--- src/hdl/ehd_pkg.sv ---
// ----------------------------------------------------------------------------
// ehd_pkg
// Shared types and constants for the EMA hit detector with hysteresis.
// ----------------------------------------------------------------------------
package ehd_pkg;

  localparam int SAMPLE_WIDTH_DEF  = 12;
  localparam int EMA_FRAC_BITS_DEF = 8;
  localparam int HOLD_WIDTH_DEF    = 8;

  localparam int ALPHA_W    = 9;
  localparam int COUNT_W    = 12;
  localparam int REFRACT_W  = 8;
  localparam int CFG_IDX_W  = 3;
  localparam int CFG_DATA_W = 12;
  localparam int MODE_W     = 2;

  localparam int ALPHA_SHIFT = 8;
  localparam logic [ALPHA_W-1:0] ALPHA_ONE = 9'd256;

  localparam logic [ALPHA_W-1:0]   ALPHA_RESET    = 9'd77;
  localparam logic [COUNT_W-1:0]   BASELINE_RESET = 12'd120;
  localparam logic [COUNT_W-1:0]   FIRE_RESET     = 12'd270;
  localparam logic [COUNT_W-1:0]   RELEASE_RESET  = 12'd120;
  localparam logic [REFRACT_W-1:0] REFRACT_RESET  = 8'd8;

  typedef enum logic [CFG_IDX_W-1:0] {
    REG_ALPHA,
    REG_BASELINE,
    REG_FIRE,
    REG_RELEASE,
    REG_REFRACT
  } reg_index_t;

  typedef enum logic [MODE_W-1:0] {
    MODE_IDLE,
    MODE_ARMED,
    MODE_REFRACT
  } mode_t;

  typedef struct packed {
    logic [ALPHA_W-1:0]   alpha_q8;
    logic [COUNT_W-1:0]   baseline_counts;
    logic [COUNT_W-1:0]   fire_counts;
    logic [COUNT_W-1:0]   release_counts;
    logic [REFRACT_W-1:0] refractory_samples;
  } cfg_t;

endpackage

--- src/hdl/ehd_cfg.sv ---
// ----------------------------------------------------------------------------
// ehd_cfg
// Configuration register file, written one register per transfer.
// ----------------------------------------------------------------------------
module ehd_cfg (
  input  logic                            clk,
  input  logic                            rst,
  input  logic                            we,
  input  logic [ehd_pkg::CFG_IDX_W-1:0]   index,
  input  logic [ehd_pkg::CFG_DATA_W-1:0]  data,
  output ehd_pkg::cfg_t                   cfg
);
  import ehd_pkg::*;

  always_ff @(posedge clk) begin
    if (rst) begin
      cfg.alpha_q8           <= ALPHA_RESET;
      cfg.baseline_counts    <= BASELINE_RESET;
      cfg.fire_counts        <= FIRE_RESET;
      cfg.release_counts     <= RELEASE_RESET;
      cfg.refractory_samples <= REFRACT_RESET;
    end else if (we) begin
      case (index)
        REG_ALPHA:    cfg.alpha_q8           <= data[ALPHA_W-1:0];
        REG_BASELINE: cfg.baseline_counts    <= data[COUNT_W-1:0];
        REG_FIRE:     cfg.fire_counts        <= data[COUNT_W-1:0];
        REG_RELEASE:  cfg.release_counts     <= data[COUNT_W-1:0];
        REG_REFRACT:  cfg.refractory_samples <= data[REFRACT_W-1:0];
        default: ;
      endcase
    end
  end

endmodule

--- src/hdl/ehd_ema.sv ---
// ----------------------------------------------------------------------------
// ehd_ema
// Exponential moving average state and the clamped level above baseline.
// ----------------------------------------------------------------------------
module ehd_ema #(
  parameter int SAMPLE_WIDTH  = ehd_pkg::SAMPLE_WIDTH_DEF,
  parameter int EMA_FRAC_BITS = ehd_pkg::EMA_FRAC_BITS_DEF,
  parameter int LEVEL_W       = ehd_pkg::COUNT_W
) (
  input  logic                          clk,
  input  logic                          rst,
  input  logic                          en,
  input  logic [SAMPLE_WIDTH-1:0]       sample,
  input  logic [ehd_pkg::ALPHA_W-1:0]   alpha_q8,
  input  logic [ehd_pkg::COUNT_W-1:0]   baseline_counts,
  output logic [LEVEL_W-1:0]            level
);
  import ehd_pkg::*;

  localparam int W  = SAMPLE_WIDTH + EMA_FRAC_BITS;
  localparam int PW = W + ALPHA_W + 2;

  logic [W-1:0]         ema_value;
  logic [W-1:0]         ema_value_next;
  logic [ALPHA_W-1:0]   alpha_sat;
  logic signed [W:0]    diff;
  logic signed [PW-1:0] prod;
  logic signed [PW-1:0] rounded;
  logic [SAMPLE_WIDTH-1:0] whole;
  logic [LEVEL_W-1:0]   whole_ext;
  logic [LEVEL_W-1:0]   base_ext;

  // The update a*s + (256-a)*e equals 256*e + a*(s-e), so one product suffices.
  always_comb begin
    alpha_sat      = (alpha_q8 > ALPHA_ONE) ? ALPHA_ONE : alpha_q8;
    diff           = $signed({1'b0, sample, {EMA_FRAC_BITS{1'b0}}})
                   - $signed({1'b0, ema_value});
    prod           = $signed({1'b0, alpha_sat}) * diff;
    rounded        = (prod + PW'(signed'(1 <<< (ALPHA_SHIFT - 1)))) >>> ALPHA_SHIFT;
    ema_value_next = ema_value + rounded[W-1:0];
    whole          = ema_value_next[W-1:EMA_FRAC_BITS];
    whole_ext      = LEVEL_W'(whole);
    base_ext       = LEVEL_W'(baseline_counts);
    level          = (whole_ext > base_ext) ? (whole_ext - base_ext) : '0;
  end

  always_ff @(posedge clk) begin
    if (rst) begin
      ema_value <= {SAMPLE_WIDTH'(BASELINE_RESET), {EMA_FRAC_BITS{1'b0}}};
    end else if (en) begin
      ema_value <= ema_value_next;
    end
  end

endmodule

--- src/hdl/ehd_detect.sv ---
// ----------------------------------------------------------------------------
// ehd_detect
// Three-state hit detector with hysteresis and a refractory hold count.
// ----------------------------------------------------------------------------
module ehd_detect #(
  parameter int HOLD_WIDTH = ehd_pkg::HOLD_WIDTH_DEF,
  parameter int LEVEL_W    = ehd_pkg::COUNT_W
) (
  input  logic                            clk,
  input  logic                            rst,
  input  logic                            en,
  input  logic [LEVEL_W-1:0]              level,
  input  logic [ehd_pkg::COUNT_W-1:0]     fire_counts,
  input  logic [ehd_pkg::COUNT_W-1:0]     release_counts,
  input  logic [ehd_pkg::REFRACT_W-1:0]   refractory_samples,
  output logic                            hit,
  output ehd_pkg::mode_t                  mode_next
);
  import ehd_pkg::*;

  localparam int CMP_W = (HOLD_WIDTH > REFRACT_W ? HOLD_WIDTH : REFRACT_W) + 1;
  localparam logic [CMP_W-1:0] HOLD_MAX = CMP_W'((1 << HOLD_WIDTH) - 1);

  mode_t                 mode;
  logic [HOLD_WIDTH-1:0] hold_count;
  logic [HOLD_WIDTH-1:0] hold_count_next;
  logic [HOLD_WIDTH-1:0] hold_load;
  logic [HOLD_WIDTH-1:0] hold_dec;
  logic                  fire_hit;
  logic                  release_ok;

  always_comb begin
    fire_hit   = level >= LEVEL_W'(fire_counts);
    release_ok = level < LEVEL_W'(release_counts);
    hold_dec   = (hold_count != '0) ? hold_count - 1'b1 : '0;
    if (CMP_W'(refractory_samples) > HOLD_MAX) begin
      hold_load = HOLD_MAX[HOLD_WIDTH-1:0];
    end else begin
      hold_load = HOLD_WIDTH'(refractory_samples);
    end
  end

  always_comb begin
    case (mode)
      MODE_ARMED: begin
        mode_next = (hold_dec == '0 && release_ok) ? MODE_REFRACT : MODE_ARMED;
      end
      MODE_REFRACT: begin
        mode_next = MODE_IDLE;
      end
      default: begin
        mode_next = fire_hit ? MODE_ARMED : MODE_IDLE;
      end
    endcase
  end

  always_comb begin
    case (mode)
      MODE_ARMED: begin
        hit             = 1'b0;
        hold_count_next = hold_dec;
      end
      MODE_REFRACT: begin
        hit             = 1'b0;
        hold_count_next = hold_count;
      end
      default: begin
        hit             = fire_hit;
        hold_count_next = fire_hit ? hold_load : hold_count;
      end
    endcase
  end

  always_ff @(posedge clk) begin
    if (rst) begin
      mode       <= MODE_IDLE;
      hold_count <= '0;
    end else if (en) begin
      mode       <= mode_next;
      hold_count <= hold_count_next;
    end
  end

endmodule

--- src/hdl/ema_hit_detector_hysteresis_unit.sv ---
// ----------------------------------------------------------------------------
// ema_hit_detector_hysteresis_unit
// Smooths force-sensor samples and flags hits with hysteresis.
//
//   channel   direction   handshake            payload
//   in        input       in_valid / in_stall   sample
//   out       output      out_valid / out_stall hit, filtered_level,
//                                               detector_mode
//   cfg       input       cfg_valid / cfg_ready cfg_index, cfg_data
//
// One sample is taken per cycle while the result side does not stall; each
// sample is held in the input register and its result in the result
// register. The EMA product and the detector compare are both combinational
// between the input register and the result register.
// Reset clears the pipeline, loads the EMA with the reset baseline and
// returns the detector to idle. A stalled result holds the pipeline and
// stalls the input once the input register is also full.
// ----------------------------------------------------------------------------
module ema_hit_detector_hysteresis_unit #(
  parameter int SAMPLE_WIDTH  = ehd_pkg::SAMPLE_WIDTH_DEF,
  parameter int EMA_FRAC_BITS = ehd_pkg::EMA_FRAC_BITS_DEF,
  parameter int HOLD_WIDTH    = ehd_pkg::HOLD_WIDTH_DEF
) (
  input  logic                            clk,
  input  logic                            rst,
  input  logic                            in_valid,
  output logic                            in_stall,
  input  logic [SAMPLE_WIDTH-1:0]         sample,
  output logic                            out_valid,
  input  logic                            out_stall,
  output logic                            hit,
  output logic [ehd_pkg::COUNT_W-1:0]     filtered_level,
  output logic [ehd_pkg::MODE_W-1:0]      detector_mode,
  input  logic                            cfg_valid,
  output logic                            cfg_ready,
  input  logic [ehd_pkg::CFG_IDX_W-1:0]   cfg_index,
  input  logic [ehd_pkg::CFG_DATA_W-1:0]  cfg_data
);
  import ehd_pkg::*;

  localparam int LEVEL_W = (SAMPLE_WIDTH > COUNT_W) ? SAMPLE_WIDTH : COUNT_W;

  cfg_t                    cfg;
  logic                    stage_valid;
  logic [SAMPLE_WIDTH-1:0] stage_sample;
  logic                    advance;
  logic [LEVEL_W-1:0]      level;
  logic                    hit_next;
  mode_t                   mode_next;

  assign cfg_ready = 1'b1;
  assign advance   = stage_valid && (!out_valid || !out_stall);
  assign in_stall  = stage_valid && !advance;

  ehd_cfg u_cfg (
    .clk   (clk),
    .rst   (rst),
    .we    (cfg_valid && cfg_ready),
    .index (cfg_index),
    .data  (cfg_data),
    .cfg   (cfg)
  );

  ehd_ema #(
    .SAMPLE_WIDTH  (SAMPLE_WIDTH),
    .EMA_FRAC_BITS (EMA_FRAC_BITS),
    .LEVEL_W       (LEVEL_W)
  ) u_ema (
    .clk             (clk),
    .rst             (rst),
    .en              (advance),
    .sample          (stage_sample),
    .alpha_q8        (cfg.alpha_q8),
    .baseline_counts (cfg.baseline_counts),
    .level           (level)
  );

  ehd_detect #(
    .HOLD_WIDTH (HOLD_WIDTH),
    .LEVEL_W    (LEVEL_W)
  ) u_detect (
    .clk                (clk),
    .rst                (rst),
    .en                 (advance),
    .level              (level),
    .fire_counts        (cfg.fire_counts),
    .release_counts     (cfg.release_counts),
    .refractory_samples (cfg.refractory_samples),
    .hit                (hit_next),
    .mode_next          (mode_next)
  );

  always_ff @(posedge clk) begin
    if (rst) begin
      stage_valid <= 1'b0;
    end else if (!in_stall) begin
      stage_valid <= in_valid;
    end
  end

  always_ff @(posedge clk) begin
    if (in_valid && !in_stall) begin
      stage_sample <= sample;
    end
  end

  always_ff @(posedge clk) begin
    if (rst) begin
      out_valid <= 1'b0;
    end else if (advance) begin
      out_valid <= 1'b1;
    end else if (!out_stall) begin
      out_valid <= 1'b0;
    end
  end

  always_ff @(posedge clk) begin
    if (advance) begin
      hit            <= hit_next;
      filtered_level <= level[COUNT_W-1:0];
      detector_mode  <= mode_next;
    end
  end

endmodule

--- config.mk ---
export PLATFORM = sky130hd
export DESIGN_NAME = ema_hit_detector_hysteresis_unit
export DESIGN_NICKNAME = d
export VERILOG_FILES = /design/src/hdl/ehd_pkg.sv /design/src/hdl/ehd_cfg.sv /design/src/hdl/ehd_ema.sv /design/src/hdl/ehd_detect.sv /design/src/hdl/ema_hit_detector_hysteresis_unit.sv
export SDC_FILE = /design/constraint.sdc
export NUM_CORES = 1
export LEC_CHECK = 0
export ABC_AREA = 1
export BUFFER_PORTS_ARGS = -buffer_cell sky130_fd_sc_hd__buf_2
export CAP_MARGIN = 10
export CORE_AREA = 2 2 171 173
export DETAILED_ROUTE_END_ITERATION = 12
export DIE_AREA = 0 0 173 175
export PLACE_DENSITY = 0.63
export RECOVER_POWER = 50
export SLEW_MARGIN = 20
export SYNTH_ARGS = -nofsm -noshare
export SYNTH_HDL_FRONTEND = slang
export SYNTH_HIERARCHICAL = 1
export SYNTH_SLANG_ARGS = --single-unit
--- constraint.sdc ---
create_clock -name clk -period 18.2 [get_ports clk]
set_input_delay 3.64 -clock clk [delete_from_list [all_inputs] [get_ports clk]]
set_output_delay 3.64 -clock clk [all_outputs]
set_load 0.01 [all_outputs]
**After elaboration in Yosys (flattened, before gate mapping)**

Cells that the tools add are included.

- Magnitude comparators: 4
- Reductions and logical operators: 20
- Add/subtract/negate cells: 5
- Muxes and demuxes: 10
- Equality and inequality tests: 7
- Bitwise gates (word level): 1
- $mul: 1

Operator list:

| operator | number |
|---|---|
| adder 28 x 9 -> 28 bit (second input constant) | 1 |
| multiplier 10 x 21 -> 28 bit | 1 |
| subtractor 20 x 20 -> 21 bit | 1 |
| adder 20 bit | 1 |
| two-way mux 8 bit | 2 |
| case mux 8 bit (2 select lines) | 1 |
| >= comparator 12 bit | 1 |
| > comparator 12 bit | 1 |
| less-than comparator 12 bit | 1 |
| two-way mux 12 bit | 1 |
| subtractor 12 bit | 1 |
| AND reduction 2 bit | 5 |
| > comparator 9 bit (second input constant) | 1 |
| two-way mux 9 bit | 1 |
| logical NOT 8 bit | 1 |
| nonzero test 8 bit | 1 |
| subtractor 8 x 1 -> 8 bit (second input constant) | 1 |
| == test 3 x 2 -> 1 bit (second input constant) | 2 |
| logical AND 1 bit | 4 |
| logical NOT 1 bit | 4 |
| case mux 2 bit (2 select lines) | 1 |
| == test 3 x 1 -> 1 bit (second input constant) | 1 |
| == test 3 bit (second input constant) | 1 |
| logical NOT 3 bit | 1 |
| other kinds (10) | 12 |

- Register bits: 112
- Output and inout bits: 18
- Input bits: 32
- Logic and storage cells: 62

**Depth between registers and ports, before layout**

Gate-level depths: netlist (run 1).

- Word-level depth: 11
- Mapped depth: 67
- Mapped depth without buffers: 67

**Modules after synthesis**

Netlist (run 1), hierarchy kept.

Modules (own cells, without submodules):

| module | sequential area each (µm²) | area an instance (µm²) | cells each | instances |
|---|---|---|---|---|
| ehd_ema | 400.4 | 9531.6 | 1332 | 1 |
| ehd_cfg | 1061.0 | 2118.3 | 297 | 1 |
| ehd_detect | 200.2 | 1422.6 | 233 | 1 |
| ema_hit_detector_hysteresis_unit | 850.8 | 913.4 | 41 | 1 |

**Worst setup path after synthesis (run 1)**

OpenSTA, ideal clock, no wires.

- Path kind: reg-to-reg
- From: register u_ema.ema_value[0]
- To: register u_detect.hold_count[3]
- Path buffers: 1
- Stages on the path, launching flop included: 60
- Required time: 18.130 ns
- Path slack: 8.884 ns
- Setup time: 0.070 ns
- Arrival: 9.246 ns
- Cell sequence: dfxtp_1 > inv_1 > ha_1 > nand2_1 > nor2_1 > nand2_1 > o21ai_0 > nand2_1 > inv_1 > nand2_1 > fa_1 > fa_1 > fa_1 > inv_1 > fa_1 > inv_1 > fa_1 > inv_1 > [24 not listed] > ha_1 > a21oi_1 > o21ai_0 > a21oi_1 > o21ai_0 > o21ai_0 > clkbuf_1 > nor2_1 > ha_1 > nand2_1 > inv_1 > nor2_1 > o21ai_1 > a21oi_2 > nand4_2 > nand2_4 > nand2_1 > a21oi_1

- Cells in the longest elaborated chain, start to end: 9

Ends and longest elaborated chain:

| item | line | text |
|---|---|---|
| start, declared | ehd_ema.sv:23 | `logic [W-1:0] ema_value;` |
| start signal, assigned | ehd_ema.sv:49 | `ema_value <= {SAMPLE_WIDTH'(BASELINE_RESET), {EMA_FRAC_BITS{1'b0}}};` |
| start signal, assigned | ehd_ema.sv:51 | `ema_value <= ema_value_next;` |
| subtractor 20 x 20 -> 21 bit | ehd_ema.sv:37 | `- $signed({1'b0, ema_value});` |
| multiplier 10 x 21 -> 28 bit | ehd_ema.sv:38 | `prod = $signed({1'b0, alpha_sat}) * diff;` |
| adder 28 x 9 -> 28 bit | ehd_ema.sv:39 | `rounded = (prod + PW'(signed'(1 <<< (ALPHA_SHIFT - 1)))) >>> ALPHA_SHIFT;` |
| adder 20 bit * | ehd_ema.sv:40 | `ema_value_next = ema_value + rounded[W-1:0];` |
| named net u_ema.ema_value_next[17] | ehd_ema.sv:24 | `logic [W-1:0] ema_value_next;` |
| > comparator 12 bit * | ehd_ema.sv:44 | `level = (whole_ext > base_ext) ? (whole_ext - base_ext) : '0;` |
| two-way mux 12 bit * | ehd_ema.sv:44 |  |
| named net level[5] | ema_hit_detector_hysteresis_unit.sv:47 | `logic [LEVEL_W-1:0] level;` |
| >= comparator 12 bit * | ehd_detect.sv:33 | `fire_hit = level >= LEVEL_W'(fire_counts);` |
| nonzero test 2 bit (no source line) * | - |  |
| AND reduction 3 bit (no source line) * | - |  |
| end signal, assigned | ehd_detect.sv:80 | `hold_count <= hold_count_next;` |
| end, declared | ehd_detect.sv:25 | `logic [HOLD_WIDTH-1:0] hold_count;` |

The timed path passes the listed nets; every way through them passes the cells marked *.
A chain may end at the register's enable or synchronous reset.

**Final worst setup path (run 1)**

- From: register u_ema.ema_value[0]
- To: register u_detect.hold_count[2]

The elaborated chain is that of the path after synthesis.

==> results of run 1 <==
## worst max-delay path, delay by kind of cell, from the launching register on
kind / cells / cell delay [ns]
fa+ha+maj: 10 / 4.34
simple gates: 15 / 2.70
compound gates: 17 / 2.40
buf+inv: 7 / 0.86
xor+xnor: 2 / 0.74
flops: 1 / 0.44
## synth_stat cells (all sizes together)
master	instances	area (um^2)
o21ai	65	344.1
nand3	114	585.6
and3	1	6.260
o21bai	8	71.32
xnor2	20	190.2
nand2	410	1592
a21oi	106	538.0
ha	150	1877
edfxtp	27	810.8
nor4	2	12.51
buf	12	77.57
dfxtp	85	1702
xor2	34	297.8
nor2	246	993.5
nand4	10	68.81
clkbuf	20	75.07
nor3b	2	15.01
fa	147	2943
clkinv	6	22.52
nor3	7	35.03
and2	1	6.260
a21o	8	60.06
conb	1	3.750
or2	7	43.79
a31o	2	17.52
nand3b	1	7.510
o31ai	1	7.510
a21boi	1	7.510
a31oi	4	25.02
inv	397	1490
o211ai	4	30.03
a211oi	1	7.510
o21a	3	22.52
## state kept, by name (all words and copies together) (netlist names)
name                 flops
u_detect/hold_count      8
stage_valid              1
out_valid                1
u_detect/mode            2
filtered_level          12
u_cfg/cfg               53
hit                      1
u_ema/ema_value         20
detector_mode            2
stage_sample            12
## cell usage in the layout (no fill, tap or decap), types with 4 or more instances in the layout
| cell | instances |
|---|---|
| o211ai_1 | 4 |
| clkbuf_16 | 9 |
| o21ai_1 | 6 |
| nor2_2 | 7 |
| a21oi_1 | 103 |
| a21o_1 | 8 |
| xnor2_1 | 18 |
| clkbuf_1 | 25 |
| edfxtp_1 | 27 |
| fa_1 | 147 |
| nand2_1 | 395 |
| a31oi_1 | 4 |
| nor2_1 | 232 |
| o21bai_1 | 7 |
| inv_2 | 12 |
| dfxtp_1 | 85 |
| xor2_1 | 34 |
| ha_1 | 150 |
| nand4_1 | 9 |
| or2_2 | 4 |
| clkinv_1 | 6 |
| nor2_4 | 7 |
| nand3_1 | 112 |
| nor3_1 | 7 |
| nand2_2 | 12 |
| inv_1 | 385 |
| buf_2 | 25 |
| o21ai_0 | 56 |
## kinds of logic (layout without fill, tap and decap cells)
family / Yosys count / after routing / synth area share
buffers and inverters: 435 / 470 / 0.1191
other: 1 / 1 / 0.0002681
and+or+nand+nor: 801 / 801 / 0.2407
xor gates and xnor gates: 54 / 54 / 0.03489
AOI/OAI and AO/OA: 203 / 203 / 0.08087
DFF: 112 / 112 / 0.1796
adders and majority gates: 297 / 297 / 0.3446
## cell type report
type	instances	area, um^2
Sequential cell	112	2512
Inverter	403	1513
Fill cell	2866	13560
Clock inverter	6	62.56
Tap cell	384	480.5
Multi-Input combinational cell	1356	9807
Timing Repair Buffer	51	230.2
Clock buffer	10	229.0
## path summary, 6_finish.rpt
path                                    startpoint  slack (ns)                endpoint
worst max-delay path            u_ema/ema_value[0]        6.62  u_detect/hold_count[2]
worst min-delay path                 u_cfg/cfg[13]        0.46           u_cfg/cfg[13]
worst max register to register  u_ema/ema_value[0]        6.62  u_detect/hold_count[2]
worst min register to register       u_cfg/cfg[13]        0.46           u_cfg/cfg[13]
## through the flow
stage | instance area, um^2 | util | worst slack, ns | hold WS, ns | cells
2_1_floorplan | 13990 | - | 8.884 | 0.4289 | 1903
4_1_cts | 14870 | 0.5238 | 6.731 | 0.4637 | 2322
3_3_place_gp | 14580 | 0.5135 | 6.950 | 0.4427 | 2306
3_5_place_dp | 14580 | 0.5135 | 6.747 | 0.4437 | 2306
6_report | 14830 | 0.5225 | 6.616 | 0.4640 | 2322
5_1_grt | 14830 | 0.5225 | 5.702 | 0.5039 | 2322
## routing by layer
metal | track usage | wire length, um | up-vias
met2 | 0.4508 | 18610 | 301
met1 | 0.3217 | 16260 | 5662
li1 | - | - | 5927
met5 | 0 | 0 | -
met3 | 0.03111 | 1586 | 53
met4 | 0.07239 | 952 | 0
==> results by group, run 1 <==
Timing
  • Final hold vios: 0
  • Tmin final: about 12 ns
  • RSZ-0062 raised after global routing: false
  • Measured slew at the worst slew-check pin: between 1.5 and 2 ns
  • Slew headroom: -0.1641
  • Final count of negative-setup-slack endpoints: 0
  • Tcrit/Tclk final: 0.6365
  • Fin. max-slew vios: 86
  • Setup TNS: 0 ns
  • Max frequency: 86.32 MHz
  • Clock Skews: between 0.015 and 0.02 ns

Routing
  • Routed WL per cell: approximately 16 um
  • Initial DRT Pass Iterations: 6
  • Vias: approximately 12000
  • Vias per inst: about 5
  • Remaining antenna violation count after routing: 0
  • Initial drt markers: a little over 800
  • Routed WL: ~37000 um
  • Remaining DRCs: 0

Run
  • Max-cap violations: 3

Clocking
  • Skew-Pair Late Insertion Delay: between 0.3 and 0.4 ns
  • CTS tree: done
  • Max Buffers Root-to-Sink: 2
  • H-tree depth: 3
  • CTS buffer count: 9
  • # resized after CTS: 0
  • Reg clk slew, reported paths: 0.08 ns
  • # hold bufs at CTS: 0
  • Post-CTS setup buffer count: 0
  • CTS Root Cell: clkbuf_16
  • CTS sink count: approximately 110

Logic synthesis
  • Synthesized cell area: between 0.01 and 0.015 mm^2
  • Syn_area_per_cell: about 7.3 um^2
  • Yosys cell types: 50
  • Seq cells post-synth: 112
  • Seq/Total Area, Yosys: 0.1796
  • Synth Warn #: 6
  • Synth Instances: between 1500 and 2000
  • Syn nets: around 2200

Status
  • Status: finished, violations left
  • Failing checks: capacitance limit, slew limit

Hold path
  • Min-Delay Path Depth: 2
  • Min-Delay Path Class: reg -> reg

Setup path
  • Critical path class: reg -> reg
  • Worst stage delay on the critical path: roughly 0.62 ns
  • Startpoint types: register
  • Crit-path slowest cell: fa_1
  • Worst path required time: approximately 18 ns
  • Reg2reg path depth: 51
  • CP Max Fanout: 9
  • CP arrival: ~12 ns
  • Endpoint class of the critical path: register

Die
  • Die Span Y: between 150 and 200 um
  • Die width: about 170 um
  • Initial core utilization: 0.4926
  • Cell Rows: a little over 60
  • Die area: around 0.03 mm^2
  • Ports: 50
  • Placeable Area: about 0.028 mm^2

Placement
  • Final Wtd Congestion: roughly 0.91
  • PortBufs: between 40 and 50
  • HPWL Detailed: just over 30000 um

Global route
  • Initial antenna violation count: 0
  • Global route overflow: 0
  • First-pass GRT wire length: 60860 um
  • Vias in the first global route: roughly 12000
  • Gr usage total: 0.2527
  • Largest net degree at the start of global routing: 54

Cells and area
  • Share of layout cells above drive strength 1: 0.05212
  • ANT cells: 0
  • Nets: approximately 2300
  • Layout Area Growth over Synthesis: 6.065%
Power of run 1 is left out: the tool's default activity adds up to more than one toggle a clock period on the data nets, which glitch-free logic cannot reach.
==> inputs of run 2 (changes only) <==
clock period = 11 ns   (was 18.2 ns; I/O delays follow)
==> run 2 against run 1 <==
  * The run still ends with capacitance limit, slew limit left
  * Die area unchanged
  * Via count increased by 1.3%
  * Sequential share of layout area decreased by 0.51 points
  * Wire length increased by 1.5%
==> results by group, run 2 (same netlist as run 1, synthesis figures left out) <==
Cells and area
  • Nets: ~2300
  • Layout Area Growth over Synthesis: 9.340%
  • Reg with most FFs: u_cfg/cfg
  • Max reg flops: 53
  • Share of layout cells above drive strength 1: 0.08245
  • Commonest non-fill, non-tap cell in the layout: nand2_1
  • Most frequent cells in the layout: nand2_1, inv_1, nor2_1
  • Largest registers: u_cfg/cfg x53, u_ema/ema_value x20
  • ANT cells: 0

Timing
  • Final hold vios: 0
  • Setup TNS: 0 ns
  • Tmin final: between 10 and 15 ns
  • Final count of negative-setup-slack endpoints: 0
  • Tcrit/Tclk final: 0.9305
  • RSZ-0062 raised after global routing: false
  • Clock Skews: 0.01429 ns
  • Measured slew at the worst slew-check pin: roughly 1.6 ns
  • Max frequency: slightly below 100 MHz
  • Fin. max-slew vios: 54
  • Slew headroom: -0.08452

Clocking
  • CTS Root Cell: clkbuf_16
  • # hold bufs at CTS: 0
  • H-tree depth: 3
  • CTS tree: done
  • CTS buffer count: 9
  • Skew-Pair Late Insertion Delay: 0.37 ns
  • Max Buffers Root-to-Sink: 2
  • CTS sink count: 112
  • Reg clk slew, reported paths: about 0.09 ns

Setup path
  • Critical path class: reg -> reg
  • Crit path launch: u_ema/ema_value[0]
  • Levels on crit path: 54
  • Reg2reg end: u_detect/hold_count[2]
  • CP Max Fanout: 8
  • CP bufs+invs: 9
  • Worst r2r src: u_ema/ema_value[0]
  • Crit-path slowest cell: fa_1
  • Most used cell, CP: nand2_1
  • Startpoint types: register
  • CP delay by family, top: adder cells
  • Worst path required time: approximately 11 ns
  • Endpoint class of the critical path: register
  • Worst stage delay on the critical path: roughly 0.65 ns
  • CP endpoint: u_detect/hold_count[2]
  • R2R Setup Slk: ~0.76 ns
  • CP arrival: 10.47 ns
  • Reg2reg path depth: 54

Status
  • Status: finished, violations left
  • Failing checks: capacitance limit, slew limit

Die
  • Cell Rows: just over 60
  • Die width: ~170 um
  • Die Span Y: between 150 and 200 um
  • Die area: 0.03028 mm^2
  • Placeable Area: roughly 0.028 mm^2
  • Ports: 50
  • Initial core utilization: 0.4926

Run
  • Max-cap violations: 1

Routing
  • Initial drt markers: around 830
  • Initial DRT Pass Iterations: 7
  • Remaining antenna violation count after routing: 0
  • Routed WL: 37970 um
  • Routed WL per cell: about 16 um
  • Remaining DRCs: 0
  • Vias: ~12000
  • Vias per inst: 5.127

Global route
  • Initial antenna violation count: 1
  • Gr usage total: 0.2558
  • Largest net degree at the start of global routing: between 50 and 60
  • First-pass GRT wire length: between 60000 and 70000 um
  • Global route overflow: 0
  • Vias in the first global route: roughly 12000

Placement
  • PortBufs: 48
  • Final Wtd Congestion: 0.9121
  • HPWL Detailed: around 31000 um

Hold path
  • Min-Delay Path Class: reg -> reg
[run 2: layout make-up]
type | instances | area (um^2)
fillers | 2862 | 13100
multi-input cells | 1358 | 9948
flip-flops and latches | 112 | 2512
inverters | 403 | 1513
repair buffers | 88 | 505.5
well taps | 384 | 480.5
clock buffers | 9 | 225.2
clock inverters | 7 | 107.6
[run 2: what timing repair did]
item	in CTS	in global routing
endpoints found under the setup margin	0	13
resized for setup	0	32
setup buffers	0	2
endpoints found under the hold margin	0	0
[run 2: through the flow]
stage               area, um^2  std cells  hold slack [ns]  utilization  setup slack [ns]
CTS                      15170       2356           0.4708       0.5342            0.1903
finish                   15290       2361           0.4692       0.5386            0.7641
global route             15290       2361           0.4915       0.5386          0.007513
detailed placement       14840       2340           0.4502       0.5225            0.2191
global placement         14840       2340           0.4434       0.5225            0.2799
floorplan                13990       1903           0.4289            -             1.684
[run 2: worst min-delay path, delay by kind of cell (launching register included)]
kind,cells,cell delay (ns)
DFF,1,0.33
and+or+nand+nor,2,0.11
[run 2: worst min path at each step]
stage,startpoint,endpoint,cells past startpoint
finish,u_cfg/cfg[11],u_cfg/cfg[11],2
floorplan,u_cfg/cfg[11],u_cfg/cfg[11],2
CTS,u_cfg/cfg[11],u_cfg/cfg[11],2
global route,u_cfg/cfg[14],u_cfg/cfg[14],2
global placement,u_cfg/cfg[13],u_cfg/cfg[13],2
detailed placement,u_cfg/cfg[11],u_cfg/cfg[11],2
[run 2: metal layers]
metal | wire, um | part of all wire | GRT usage | vias up
met4 | 1305 | 0.034 | 0.09004 | 2
met1 | 16150 | 0.43 | 0.3192 | 5721
met3 | 1721 | 0.045 | 0.03394 | 77
met5 | 13 | 0.00034 | 0 | -
met2 | 18790 | 0.49 | 0.4543 | 298
li1 | - | - | - | 6006
Power of run 2 is left out for the same reason.
==> inputs of run 3 (changes only) <==
CORE_AREA = 2 2 145 203   (was 2 2 171 173)
DIE_AREA = 0 0 147 205   (was 0 0 173 175)
==> run 3 against run 2 <==
  * The run still ends with capacitance limit, slew limit left
  * Clock-buffer cell count stayed put
  * Utilization grew 0.59 points
  * Sequential share of layout area down 0.13 points
  * Fmax shrank 1.9%
  * Critical path type unchanged
  * Non-clock buffer count grew 10
  * Die area fell by 0.46%
  * Final cell count is essentially flat
==> results by group, run 3 (same netlist as run 1, synthesis figures left out) <==
Setup path
  • Endpoint class of the critical path: register
  • Critical path class: reg -> reg
  • Reg2reg path depth: 50
  • CP arrival: roughly 11 ns
  • Most used cell, CP: nand2_1
  • Crit-path slowest cell: fa_1
  • Startpoint types: register
  • CP Max Fanout: 6
  • Worst stage delay on the critical path: 0.53 ns
  • Worst path required time: 11.27 ns

Cells and area
  • Fin area: 0.01542 mm^2
  • Reg with most FFs: u_cfg/cfg
  • Nets: roughly 2300
  • Largest registers: u_cfg/cfg x53, u_ema/ema_value x20
  • Commonest non-fill, non-tap cell in the layout: nand2_1
  • Max reg flops: between 50 and 60
  • Fillcell total: about 2800
  • Layout Area Growth over Synthesis: 10.23%
  • Most frequent cells in the layout: nand2_1, inv_1, nor2_1
  • ANT cells: 0
  • Sequential cell area: between 0.002 and 0.003 mm^2
  • Area taken by multi-input logic gates: ~0.01 mm^2
  • Share of layout cells above drive strength 1: 0.08866

Clocking
  • Reg clk slew, reported paths: about 0.1 ns
  • CTS sink count: around 110
  • CTS buffer count: 9
  • CTS tree: done
  • CTS Root Cell: clkbuf_16
  • H-tree depth: 3
  • # hold bufs at CTS: 0
  • Max Buffers Root-to-Sink: 2
  • Skew-Pair Late Insertion Delay: about 0.37 ns

Timing
  • Final count of negative-setup-slack endpoints: 0
  • Max frequency: 95.80 MHz
  • RSZ-0062 raised after global routing: false
  • Final hold vios: 0
  • Setup TNS: 0 ns
  • Final worst slack: approximately 0.56 ns
  • Slew headroom: -0.1082
  • Tcrit/Tclk final: 0.9490
  • Hold slack: 0.4706 ns
  • Tmin final: 10.44 ns
  • Clock Skews: 0.02131 ns
  • Measured slew at the worst slew-check pin: 1.660 ns
  • Fin. max-slew vios: 54

Placement
  • PortBufs: 48
  • Place WS: ~0.15 ns
  • Cell Area, Placed: ~0.015 mm^2
  • Final Wtd Congestion: ~0.95
  • HPWL Detailed: 32620 um

Hold path
  • Min-Delay Path Class: reg -> reg
  • Min-Delay Path Depth: 2

Global route
  • Gr usage total: 0.2689
  • Global route overflow: 0
  • Vias in the first global route: 12722
  • Initial antenna violation count: 0
  • First-pass GRT wire length: 63160 um
  • Largest net degree at the start of global routing: 54

Die
  • Initial core utilization: 0.4939
  • Ports: 50
  • Die area: approximately 0.030 mm^2
  • Placeable Area: roughly 0.028 mm^2
  • Cell Rows: 73
  • Die Span Y: 205 um
  • Die width: between 100 and 150 um

Status
  • Failing checks: capacitance limit, slew limit
  • Status: finished, violations left

Routing
  • Initial drt markers: approximately 570
  • Vias per inst: 5.175
  • Routed WL per cell: between 15 and 20 um
  • Routed WL: just under 40000 um
  • Remaining DRCs: 0
  • Vias: between 10000 and 15000
  • Initial DRT Pass Iterations: 7
  • Remaining antenna violation count after routing: 0

Run
  • Max-cap violations: 1
## run 3: cell types whose count changed in the layout (fill, tap and decap cells not counted), sizes merged
cell	change
clkinv	+1
nand4	-1
buf	+15
clkbuf	-5
xnor2	-1
bufinv	-1
## run 3: what timing repair did
action	4_1_cts	5_1_grt
gates resized for setup	0	37
buffers inserted	0	7
setup endpoints to repair	0	13
## run 3: worst paths after layout
kind | startpoint | to | slack (ns)
hold reg to reg | u_cfg/cfg[13] | u_cfg/cfg[13] | 0.47
setup / recovery | stage_sample[2] | u_detect/mode[1] | 0.56
setup reg to reg | stage_sample[2] | u_detect/mode[1] | 0.56
hold / removal | u_cfg/cfg[13] | u_cfg/cfg[13] | 0.47
## run 3: cell type report
class / instances / share of cell area
multi-input cells: 1356 / 0.6482
flip-flops and latches: 112 / 0.1630
inverters: 403 / 0.09813
repair buffers: 98 / 0.03904
well taps: 375 / 0.03044
clock buffers: 9 / 0.01461
clock inverters: 7 / 0.006574
## run 3: worst max-delay path, delay by kind of cell (launching register included)
family          cells  cell delay [ns]
buf+inv             8             0.84
fa+ha+maj          10             4.17
flops               1             0.42
compound gates     15             2.59
simple gates       16             2.10
xor+xnor            1             0.19
## run 3: through the flow
| step | utilization | instances |
|---|---|---|
| after global routing | 0.5445 | 2360 |
| after floorplan | - | 1903 |
| after detailed placement | 0.5251 | 2336 |
| final | 0.5445 | 2360 |
| after global placement | 0.5251 | 2336 |
| after CTS | 0.5367 | 2352 |
## run 3: layer usage
layer | routed length [um] | track usage | vias up | part of all wire
li1 | - | - | 6011 | -
met1 | 14170 | 0.2771 | 5788 | 0.36
met2 | 21370 | 0.5317 | 299 | 0.55
met3 | 1481 | 0.02918 | 116 | 0.038
met4 | 2084 | 0.1360 | 0 | 0.053
met5 | 0 | 0 | - | 0
Power of run 3 is left out for the same reason.
